File: config.mk
export PLATFORM = sky130hd
export DESIGN_NAME = byte_range_header_parser_top
export DESIGN_NICKNAME = d
export VERILOG_FILES = /design/src/rtl/core/brhp_pkg.sv /design/src/rtl/core/brhp_num_feed.sv /design/src/rtl/core/byte_range_header_parser_top.sv
export SDC_FILE = /design/constraint.sdc
export NUM_CORES = 2
export LEC_CHECK = 0
export CORE_MARGIN = 2
export CORE_UTILIZATION = 60
export DETAILED_ROUTE_END_ITERATION = 7
export DONT_BUFFER_PORTS = 1
export GPL_ROUTABILITY_DRIVEN = 1
export GPL_TIMING_DRIVEN = 0
export PLACE_DENSITY_LB_ADDON = 0.15
export SETUP_SLACK_MARGIN = 0.4
export SYNTH_ARGS = -nofsm -noshare
export SYNTH_HDL_FRONTEND = slang
export SYNTH_HIERARCHICAL = 1
export SYNTH_SLANG_ARGS = --single-unit
File: constraint.sdc
create_clock -name i_clk -period 4.89 [get_ports i_clk]
set_clock_uncertainty 0.2 [all_clocks]
set_input_delay 0.489 -clock i_clk [delete_from_list [all_inputs] [get_ports i_clk]]
set_output_delay 0.489 -clock i_clk [all_outputs]
set_load 0.03 [all_outputs]
File: src/rtl/core/brhp_pkg.sv
`timescale 1ns / 1ps

package brhp_pkg;

    localparam int ChW      = 8;
    localparam int AccW     = 64;
    localparam int StatusW  = 3;
    localparam int OutDataW = 136;

    localparam logic [2:0] PREFIX_LAST = 3'd5;

    localparam logic [ChW-1:0] CH_NUL   = 8'h00;
    localparam logic [ChW-1:0] CH_TAB   = 8'h09;
    localparam logic [ChW-1:0] CH_CR    = 8'h0d;
    localparam logic [ChW-1:0] CH_SPACE = 8'h20;
    localparam logic [ChW-1:0] CH_PLUS  = 8'h2b;
    localparam logic [ChW-1:0] CH_MINUS = 8'h2d;
    localparam logic [ChW-1:0] CH_ZERO  = 8'h30;
    localparam logic [ChW-1:0] CH_NINE  = 8'h39;

    localparam logic [AccW-1:0] POS_MAX  = 64'h7FFF_FFFF_FFFF_FFFF;
    localparam logic [AccW-1:0] NEG_MAG  = 64'h8000_0000_0000_0000;
    localparam logic [AccW-1:0] OPEN_END = 64'h7FFF_FFFF_FFFF_FFFE;

    // largest accumulator that still takes one more digit
    localparam logic [AccW-1:0] THR_HI = 64'd922337203685477580;
    localparam logic [AccW-1:0] THR_LO = 64'd922337203685477579;

    typedef enum logic [2:0] {
        PH_PREFIX = 3'd0,
        PH_BLANK  = 3'd1,
        PH_BODY   = 3'd2,
        PH_ENDED  = 3'd3,
        PH_DONE   = 3'd4
    } t_phase;

    typedef enum logic [StatusW-1:0] {
        ST_OK       = 3'd0,
        ST_NOTBYTES = 3'd1,
        ST_SUFFIX   = 3'd2,
        ST_NONUM    = 3'd3,
        ST_NODASH   = 3'd4,
        ST_BADFIRST = 3'd5,
        ST_ORDER    = 3'd6
    } t_status;

    typedef struct packed {
        logic [AccW-1:0] acc;
        logic            neg;
        logic            started;
        logic            digits;
        logic            done;
        logic            sat;
    } t_num;

    localparam t_num NUM_CLEAR = '0;

    typedef struct packed {
        t_phase  phase;
        t_status early;
        logic    dash;
        t_num    first;
        t_num    last;
    } t_snap;

    function automatic logic [ChW-1:0] prefix_char(input logic [2:0] pos);
        logic [ChW-1:0] c;
        unique case (pos)
            3'd0:    c = 8'h62;
            3'd1:    c = 8'h79;
            3'd2:    c = 8'h74;
            3'd3:    c = 8'h65;
            3'd4:    c = 8'h73;
            3'd5:    c = 8'h3d;
            3'd6:    c = 8'h62;
            default: c = 8'h79;
        endcase
        return c;
    endfunction

    function automatic logic is_space(input logic [ChW-1:0] c);
        return (c == CH_SPACE) || (c >= CH_TAB && c <= CH_CR);
    endfunction

    function automatic logic [AccW-1:0] sat_limit(input logic neg, input logic [3:0] d);
        logic [AccW-1:0] thr;
        if (neg) begin
            thr = (d <= 4'd8) ? THR_HI : THR_LO;
        end else begin
            thr = (d <= 4'd7) ? THR_HI : THR_LO;
        end
        return thr;
    endfunction

endpackage

File: src/rtl/core/brhp_num_feed.sv
`timescale 1ns / 1ps

module brhp_num_feed (
    input  brhp_pkg::t_num                 i_num,
    input  logic [brhp_pkg::ChW-1:0]       i_ch,
    output brhp_pkg::t_num                 o_num
);

    logic [3:0]                  digit;
    logic                        is_digit;
    logic                        is_sign;
    logic [brhp_pkg::AccW-1:0]   prod;
    logic [brhp_pkg::AccW-1:0]   thr;

    assign digit    = i_ch[3:0];
    assign is_digit = (i_ch >= brhp_pkg::CH_ZERO) && (i_ch <= brhp_pkg::CH_NINE);
    assign is_sign  = (i_ch == brhp_pkg::CH_PLUS) || (i_ch == brhp_pkg::CH_MINUS);
    assign thr      = brhp_pkg::sat_limit(i_num.neg, digit);
    // acc * 10 + digit as two shifts and two adds
    assign prod     = {i_num.acc[brhp_pkg::AccW-4:0], 3'b000}
                    + {i_num.acc[brhp_pkg::AccW-2:0], 1'b0}
                    + {{(brhp_pkg::AccW-4){1'b0}}, digit};

    always_comb begin
        o_num = i_num;
        priority if (i_num.done) begin
        end else if (!i_num.started && brhp_pkg::is_space(i_ch)) begin
        end else if (!i_num.started && is_sign) begin
            o_num.started = 1'b1;
            o_num.neg     = (i_ch == brhp_pkg::CH_MINUS);
        end else begin
            o_num.started = 1'b1;
            if (!is_digit) begin
                o_num.done = 1'b1;
            end else begin
                o_num.digits = 1'b1;
                if (!i_num.sat) begin
                    if (i_num.acc > thr) begin
                        o_num.sat = 1'b1;
                        o_num.acc = i_num.neg ? brhp_pkg::NEG_MAG : brhp_pkg::POS_MAX;
                    end else begin
                        o_num.acc = prod;
                    end
                end
            end
        end
    end

endmodule

File: src/rtl/core/byte_range_header_parser_top.sv
`timescale 1ns / 1ps

// channel   | dir | tdata (lsb first)                               | tlast
// ----------+-----+-------------------------------------------------+-----------
// s (chars) | in  | ch[7:0]                                         | final_char
// m (range) | out | status[2:0], range_begin[66:3], range_end[130:67] | unused
//
// one character per cycle unless output back-pressure holds a final character;
// the 64-bit multiply-by-ten accumulate in the header state loop sets that figure
// a result passes the snapshot, value and output registers after its final character
// synchronous active-low reset clears the header state and all valid flags
// output back-pressure fills three result stages before the final character
// of the next header waits; other characters keep flowing

module byte_range_header_parser_top (
    input  logic                               i_clk,
    input  logic                               i_rst_n,
    input  logic                               i_s_tvalid,
    output logic                               o_s_tready,
    input  logic [7:0]                         i_s_tdata,   // ch
    input  logic                               i_s_tlast,
    output logic                               o_m_tvalid,
    input  logic                               i_m_tready,
    output logic [brhp_pkg::OutDataW-1:0]      o_m_tdata    // status, range_begin, range_end
);

    // input register
    logic                          r_in_vld;
    logic [brhp_pkg::ChW-1:0]      r_ch;
    logic                          r_in_last;

    // header state
    logic [2:0]                    r_prefix_pos, n_prefix_pos;
    brhp_pkg::t_phase              r_phase, n_phase;
    brhp_pkg::t_status             r_early, n_early;
    brhp_pkg::t_num                r_first, n_first;
    logic                          r_dash, n_dash;
    brhp_pkg::t_num                r_last, n_last;
    brhp_pkg::t_num                first_fed;
    brhp_pkg::t_num                last_fed;
    logic                          body;

    // result stages
    logic                          r_s_vld;
    brhp_pkg::t_snap               r_s;
    logic                          r_v_vld;
    brhp_pkg::t_status             r_v_status, n_v_status;
    logic                          r_v_cmp, n_v_cmp;
    logic [brhp_pkg::AccW-1:0]     r_v_front, n_v_front;
    logic [brhp_pkg::AccW-1:0]     r_v_back, n_v_back;
    logic                          r_o_vld;
    brhp_pkg::t_status             r_o_status, n_o_status;
    logic [brhp_pkg::AccW-1:0]     r_o_beg, n_o_beg;
    logic [brhp_pkg::AccW-1:0]     r_o_end, n_o_end;

    logic                          o_ready;
    logic                          v_ready;
    logic                          s_ready;
    logic                          b_fire;

    assign o_ready    = !r_o_vld || i_m_tready;
    assign v_ready    = !r_v_vld || o_ready;
    assign s_ready    = !r_s_vld || v_ready;
    assign b_fire     = r_in_vld && (!r_in_last || s_ready);
    assign o_s_tready = !r_in_vld || b_fire;

    brhp_num_feed u_first_feed (
        .i_num (r_first),
        .i_ch  (r_ch),
        .o_num (first_fed)
    );

    brhp_num_feed u_last_feed (
        .i_num (r_last),
        .i_ch  (r_ch),
        .o_num (last_fed)
    );

    always_comb begin
        n_prefix_pos = r_prefix_pos;
        n_phase      = r_phase;
        n_early      = r_early;
        n_first      = r_first;
        n_dash       = r_dash;
        n_last       = r_last;
        body         = 1'b0;
        unique case (r_phase)
            brhp_pkg::PH_PREFIX: begin
                if (r_ch != brhp_pkg::prefix_char(r_prefix_pos)) begin
                    n_early = brhp_pkg::ST_NOTBYTES;
                    n_phase = brhp_pkg::PH_DONE;
                end else begin
                    n_prefix_pos = r_prefix_pos + 3'd1;
                    if (r_prefix_pos >= brhp_pkg::PREFIX_LAST) begin
                        n_phase = brhp_pkg::PH_BLANK;
                    end
                end
            end
            brhp_pkg::PH_BLANK: begin
                priority if (r_ch == brhp_pkg::CH_SPACE || r_ch == brhp_pkg::CH_TAB) begin
                end else if (r_ch == brhp_pkg::CH_NUL) begin
                    n_early = brhp_pkg::ST_NONUM;
                    n_phase = brhp_pkg::PH_DONE;
                end else if (r_ch == brhp_pkg::CH_MINUS) begin
                    n_early = brhp_pkg::ST_SUFFIX;
                    n_phase = brhp_pkg::PH_DONE;
                end else begin
                    n_phase = brhp_pkg::PH_BODY;
                    body    = 1'b1;
                end
            end
            brhp_pkg::PH_BODY: begin
                if (r_ch == brhp_pkg::CH_NUL) begin
                    n_phase = brhp_pkg::PH_ENDED;
                end else begin
                    body = 1'b1;
                end
            end
            default: begin
            end
        endcase
        if (body) begin
            n_first = first_fed;
            if (r_dash) begin
                n_last = last_fed;
            end else if (r_ch == brhp_pkg::CH_MINUS) begin
                n_dash = 1'b1;
            end
        end
    end

    // status precedence and signed values
    always_comb begin
        n_v_cmp = 1'b0;
        priority if (r_s.phase == brhp_pkg::PH_DONE) begin
            n_v_status = r_s.early;
        end else if (r_s.phase == brhp_pkg::PH_PREFIX) begin
            n_v_status = brhp_pkg::ST_NOTBYTES;
        end else if (r_s.phase == brhp_pkg::PH_BLANK) begin
            n_v_status = brhp_pkg::ST_NONUM;
        end else if (!r_s.dash) begin
            n_v_status = brhp_pkg::ST_NODASH;
        end else if (!r_s.first.digits) begin
            n_v_status = brhp_pkg::ST_BADFIRST;
        end else begin
            n_v_status = brhp_pkg::ST_OK;
            n_v_cmp    = 1'b1;
        end
        n_v_front = r_s.first.neg ? (64'd0 - r_s.first.acc) : r_s.first.acc;
        if (!r_s.last.digits) begin
            n_v_back = brhp_pkg::OPEN_END;
        end else begin
            n_v_back = r_s.last.neg ? (64'd0 - r_s.last.acc) : r_s.last.acc;
        end
    end

    // order check and exclusive end
    always_comb begin
        n_o_status = r_v_status;
        n_o_beg    = '0;
        n_o_end    = '0;
        if (r_v_cmp) begin
            if ($signed(r_v_front) > $signed(r_v_back)) begin
                n_o_status = brhp_pkg::ST_ORDER;
            end else begin
                n_o_status = brhp_pkg::ST_OK;
                n_o_beg    = r_v_front;
                n_o_end    = (r_v_back == brhp_pkg::POS_MAX) ? brhp_pkg::POS_MAX
                                                            : r_v_back + 64'd1;
            end
        end
    end

    always_ff @(posedge i_clk) begin
        if (!i_rst_n) begin
            r_in_vld     <= 1'b0;
            r_s_vld      <= 1'b0;
            r_v_vld      <= 1'b0;
            r_o_vld      <= 1'b0;
            r_prefix_pos <= '0;
            r_phase      <= brhp_pkg::PH_PREFIX;
            r_early      <= brhp_pkg::ST_OK;
            r_first      <= brhp_pkg::NUM_CLEAR;
            r_dash       <= 1'b0;
            r_last       <= brhp_pkg::NUM_CLEAR;
        end else begin
            if (o_s_tready) begin
                r_in_vld <= i_s_tvalid;
            end
            if (b_fire) begin
                if (r_in_last) begin
                    r_prefix_pos <= '0;
                    r_phase      <= brhp_pkg::PH_PREFIX;
                    r_early      <= brhp_pkg::ST_OK;
                    r_first      <= brhp_pkg::NUM_CLEAR;
                    r_dash       <= 1'b0;
                    r_last       <= brhp_pkg::NUM_CLEAR;
                end else begin
                    r_prefix_pos <= n_prefix_pos;
                    r_phase      <= n_phase;
                    r_early      <= n_early;
                    r_first      <= n_first;
                    r_dash       <= n_dash;
                    r_last       <= n_last;
                end
            end
            if (s_ready) begin
                r_s_vld <= b_fire && r_in_last;
            end
            if (v_ready) begin
                r_v_vld <= r_s_vld;
            end
            if (o_ready) begin
                r_o_vld <= r_v_vld;
            end
        end
    end

    always_ff @(posedge i_clk) begin
        if (o_s_tready) begin
            r_ch      <= i_s_tdata;
            r_in_last <= i_s_tlast;
        end
        if (s_ready) begin
            r_s.phase <= n_phase;
            r_s.early <= n_early;
            r_s.dash  <= n_dash;
            r_s.first <= n_first;
            r_s.last  <= n_last;
        end
        if (v_ready) begin
            r_v_status <= n_v_status;
            r_v_cmp    <= n_v_cmp;
            r_v_front  <= n_v_front;
            r_v_back   <= n_v_back;
        end
        if (o_ready) begin
            r_o_status <= n_o_status;
            r_o_beg    <= n_o_beg;
            r_o_end    <= n_o_end;
        end
    end

    assign o_m_tvalid = r_o_vld;
    assign o_m_tdata  = {5'b00000, r_o_end, r_o_beg, r_o_status};

endmodule

[Word-level counts from Yosys, hierarchy flattened]
Index checks and enable logic that the tools add are counted.
Widths: inputs -> output; s select.
Operators by class
  add/subtract/negate cells: 8
  $lt $le $gt $ge: 10
  equal/unequal tests: 22
  muxes and demuxes: 75
  bitwise gates (word level): 2
  reductions and logical operators: 42
Operator list (count)
  $mux 64: 13
  $mux 69: 9
  $add 64x4->64: 2
  $add 64x64->64: 2
  $gt 64x64->1: 2
  $sub 1x64->64 const A: 2
  $mux 3: 27
  $add 64x1->64 const B: 1
  $eq 64x63->1 const B: 1
  $gt 64x60->1: 1
  $mux 63: 1
  $pmux 7 s5: 1
  $eq 8x6->1 const B: 3
  $mux 1: 20
  $ne 2x2->1 const B: 7
  $eq 3x3->1 const B: 4
  $eq 3x2->1 const B: 3
  $logic_not 3->1: 3
  $pmux 3 s3: 1
  $eq 8x4->1 const B: 1
  $ge 8x4->1 const B: 1
  $ge 8x6->1 const B: 1
  $le 8x4->1 const B: 1
  $le 8x6->1 const B: 1
  other kinds (24): 51
Storage, ports and cells
  flip-flop bits (word level): 563
  bits of input ports: 13
  output and inout bits: 138
  word-level logic and storage cells: 198

[Logic depth before layout (Yosys ltp)]
  depth in word-level cells: 13
  depth in mapped cells: 17
  gate-level depth less buffers: 16

[Hierarchy]
Netlist, hierarchy kept.
By module, submodules not included
  byte_range_header_parser_top: instances 1, cells each 2058, area each 25787.2 µm², seq. area each 15384.8 µm²
  brhp_num_feed (u_first_feed): instances 1, cells each 912, area each 6028.3 µm², seq. area each 0.0 µm²
  brhp_num_feed (u_last_feed): instances 1, cells each 898, area each 6028.3 µm², seq. area each 0.0 µm²

[Worst setup path after synthesis]
Ideal clock, no wire load.
  kind: flip-flop to flip-flop
  start: reg r_o_vld (netlist: o_m_tvalid)
  end: reg r_v_back[0] (netlist name) (enable)
  library setup time: 1.140 ns
  arrival: 2.972 ns
  data required time: 3.550 ns
  setup slack: 0.579 ns
  cell stages (with the launch flop): 3
  buffers on the path: 0
  clock period less this slack: 4.311 ns
  cells stage by stage: dfxtp_1 nor2b_1 nand2_1
Between the ends
  word-level cells in the longest chain between the ends: 3
Ends and longest elaborated chain
  start: declaration: line byte_range_header_parser_top.sv:51  | logic r_o_vld;
  start signal: assignment: line byte_range_header_parser_top.sv:214  | r_o_vld <= r_v_vld;
  $logic_not 1->1: line byte_range_header_parser_top.sv:61  | assign o_ready = !r_o_vld || i_m_tready;
  $logic_or 1x1->1: line byte_range_header_parser_top.sv:61
  $logic_or 1x1->1: line byte_range_header_parser_top.sv:62  | assign v_ready = !r_v_vld || o_ready;
  named net v_ready: line byte_range_header_parser_top.sv:57  | logic v_ready;
  end signal: assignment: line byte_range_header_parser_top.sv:235  | r_v_back <= n_v_back;
  end: declaration: line byte_range_header_parser_top.sv:50  | logic [brhp_pkg::AccW-1:0] r_v_back, n_v_back;
The timed path passes the listed nets, and every way through them passes these cells.
A chain may end at the register's enable or synchronous reset.

==> impl_metrics.py <==
metrics = {
    "run_status": {
        "outcome": "finished, final reports clean",
    },
    "synthesis": {
        "yosysWarnings": 6,
        "synth_area_leaders": "edfxtp_1 (33%), ha_1 (11%), dfxtp_1 (8.0%)",
        "avgSynthCellArea_um2": 9.78,
        "syn_inst": 3868,
        "synth_seq_cells": 563,
        "synth_seq_area_share": 0.407,
        "yosysUniqueCellTypes": 108,
        "syn_area_um2": 37800,
        "synth_top_cell_by_area": "edfxtp_1",
        "synth_ff_type": "edfxtp_1",
        "synth_top_area_share": 0.326,
        "synth_edf_count": 411,
        "async_flop_share": 0,
    },
    "detailed_routing": {
        "detail_route.wl_per_cell_um": 21.8,
        "wl_um": 106000,
        "vias_per_cell": 6.38,
        "drc": 0,
        "dr.pass1.iters": 6,
        "detail-route-antenna-nets": 0,
        "num_vias": 31006,
        "initialDrtViolationCount": 3140,
    },
    "run": {
        "maxCapViolCount": 0,
    },
    "cells_and_area": {
        "seq_area_um2": 15400,
        "multi_input_area_um2": 21400,
        "nFillCells": 5121,
        "final_nets": 4304,
        "design_area_um2": 41400,
        "mostFrequentLayoutCells": "edfxtp_1 (411), a21oi_1 (356), nand2_1 (349), ha_1 (321), o21ai_0 (227)",
        "drive_above_1_share": 0.106,
        "synthToLayoutAreaGrowth_pct": 9.50,
        "diodes": 0,
        "final_common_cell": "edfxtp_1",
    },
    "critical_path": {
        "cp_max_fo": 15,
        "worstSetupPathType": "reg2reg",
        "required_ns": 5.22,
        "cp_top_family": "compound AO/OA/AOI/OAI gates",
        "critPathCaptureType": "register",
        "worstPathCellList": "o41a_1 -> ha_1 -> nand4_1 -> nor3_1 -> nand4_1 -> mux2_2 -> o21ai_1 -> clkbuf_4 -> nor2_4 -> clkbuf_4 -> a21oi_1 -> o21ai_0 -> mux2_2 -> a22o_1",
        "start_kind": "register",
        "slowest_stage": "edfxtp_1",
        "max_stage_delay_ns": 0.65,
        "cp.arrival_ns": 4.72,
        "worst-path-buf-inv": 2,
    },
    "power": {
        "switchingPower_mw": 2.02,
        "ir_drop_v": 0.000247,
        "seqPwrFrac": 0.532,
        "cellPowerDensity_nw_per_um2": 232,
        "p_leak_nw": 18.7,
        "switching_share": 0.211,
        "pwr-share-clk": 0.451,
        "internal-power_mw": 7.59,
        "combPwrFrac": 0.017,
    },
    "floorplan": {
        "floorplan.initialDensity": 0.603,
        "die_w_um": 255,
        "chipHeight_um": 255,
        "io_pins": 151,
        "coreArea_um2": 62700,
        "die_area_um2": 65100,
        "rows": 92,
    },
    "clock_tree": {
        "cts_tree": "yes",
        "clkSinkCount": 563,
        "worst_skew_pair.late_latency_ns": 0.63,
        "clock_path_buffers": 3,
        "numCtsBuffers": 57,
        "clk_pin_slew_ns": 0.06,
        "cts-root-buf": "clkbuf_16",
        "cts.htree.levels": 2,
    },
    "grt": {
        "track_usage": 0.319,
        "grt.overflow.total": 0,
        "grt_pass1_vias": 28304,
        "grt_pass1_wl_um": 162000,
        "grt_antenna_before_repair": 3,
        "grt_max_degree": 74,
    },
    "placed_design": {
        "dpl_cell_area_um2": 39000,
        "gp_congestion": 0.972,
        "place_hpwl_um": 82800,
        "io_buffers": 0,
    },
    "sta": {
        "slew_violations": 0,
        "worst_slew_pin_slew_ns": 0.965,
        "finalHoldViolCount": 0,
        "min_period_ns": 4.39,
        "fin_tns_setup_ns": 0,
        "slew_headroom": 0.352,
        "final.period_utilization": 0.898,
        "hold_slack_ns": 0.0599,
        "fmax_ghz": 0.228,
        "rsz0062_at_grt": "true",
        "setup-violations-final": 0,
    },
    "hold_path": {
        "hold_class": "in2reg",
    },
}
Yosys cell counts, types with 27 or more instances:
cell type and count:
dfxtp_1 152, buf_2 40, clkbuf_1 152, ha_1 321, nand2_1 351, nand3_1 68
o21bai_1 27, nand4_1 94, edfxtp_1 411, nor3_1 57, nor2_1 201, a21o_1 67
nor4_1 34, xor2_1 105, o21ai_0 231, a21oi_1 360, inv_1 122, mux2_2 136
nand2b_1 34, and3_1 88, o31ai_1 45, a22o_1 144, xnor2_1 190
per-stage QoR:
step / instances / utilization / total power, mW / setup slack [ns]
floorplan: 3872 / - / 5.31 / 0.579
global placement: 4718 / 0.620 / 5.36 / -0.875
detailed placement: 4721 / 0.622 / 5.36 / -0.342
CTS: 4851 / 0.656 / 9.65 / 0.382
global route: 4860 / 0.661 / 9.87 / 0.368
finish: 4860 / 0.661 / 9.62 / 0.500
routing by layer:
| layer | up-vias | GRT usage | routed length (um) |
|---|---|---|---|
| met1 | 14768 | 0.452 | 46500 |
| met4 | 4 | 0.0929 | 3190 |
| met5 | - | 0 | 27 |
| li1 | 14746 | - | - |
| met3 | 221 | 0.0372 | 7690 |
| met2 | 1267 | 0.516 | 48700 |
tightest hold or removal path: stages:
cell     delay [ns]
nor2b_1        0.11
a21oi_1        0.18
nor2b_1        0.05
logic make-up (layout without fill, tap and decap cells):
family / after synthesis / count (layout) / share of synthesized area
multiplexers: 144 / 144 / 0.0426
AND/OR/NAND/NOR: 1089 / 1089 / 0.145
flip-flops: 563 / 563 / 0.407
other: 1 / 5 / 0.0000991
adder cells (fa/ha/maj): 325 / 325 / 0.108
XOR/XNOR: 295 / 295 / 0.0683
AO/OA/AOI/OAI: 1117 / 1117 / 0.193
buffers and inverters: 334 / 476 / 0.0362
registers in the layout, indices dropped and copies added (netlist names), 3 cells and up:
signal        flops
r_first          69
r_o_status        3
r_v_back         64
r_early           3
r_ch              8
r_o_end          64
r_v_front        64
r_last           69
r_prefix_pos      3
r_phase           3
r_o_beg          64
r_s             139
r_v_status        3
area by class of cell:
class,instances,area share
buffer,212,0.0229
sequential,563,0.371
multi-input combinational,2975,0.515
tap,846,0.0255
clock buffer,65,0.0351
inverter,122,0.0113
timing repair buffer,35,0.00851
clock inverter,42,0.00984
repair_timing:
item / in CTS / in global routing
cloned: 0 / 0
setup endpoints to repair: 244 / 167
pin swaps: 6 / 20
setup buffers: 11 / 9
gates resized for setup: 20 / 73
hold buffers: 12 / 0
hold endpoints to repair: 15 / 0
power groups by stage:
stage / clock [mW] / sequential, mW / combinational (mW)
after global routing: 4.58 / 5.12 / 0.173
after global placement: 0 / 5.22 / 0.133
after detailed placement: 0 / 5.22 / 0.135
final: 4.34 / 5.12 / 0.160
after CTS: 4.38 / 5.12 / 0.154
after floorplan: 0 / 5.21 / 0.0988
worst paths after layout:
kind              slack [ns]     endpoint        from  cells past startpoint
setup / recovery        0.50  r_first[25]     r_ch[0]                     14
hold reg to reg         0.28   r_early[2]  r_early[2]                      1
setup reg to reg        0.50  r_first[25]     r_ch[0]                     14
hold / removal          0.06      r_v_vld  i_m_tready                      3
Power figures use the tool's default switching activity.
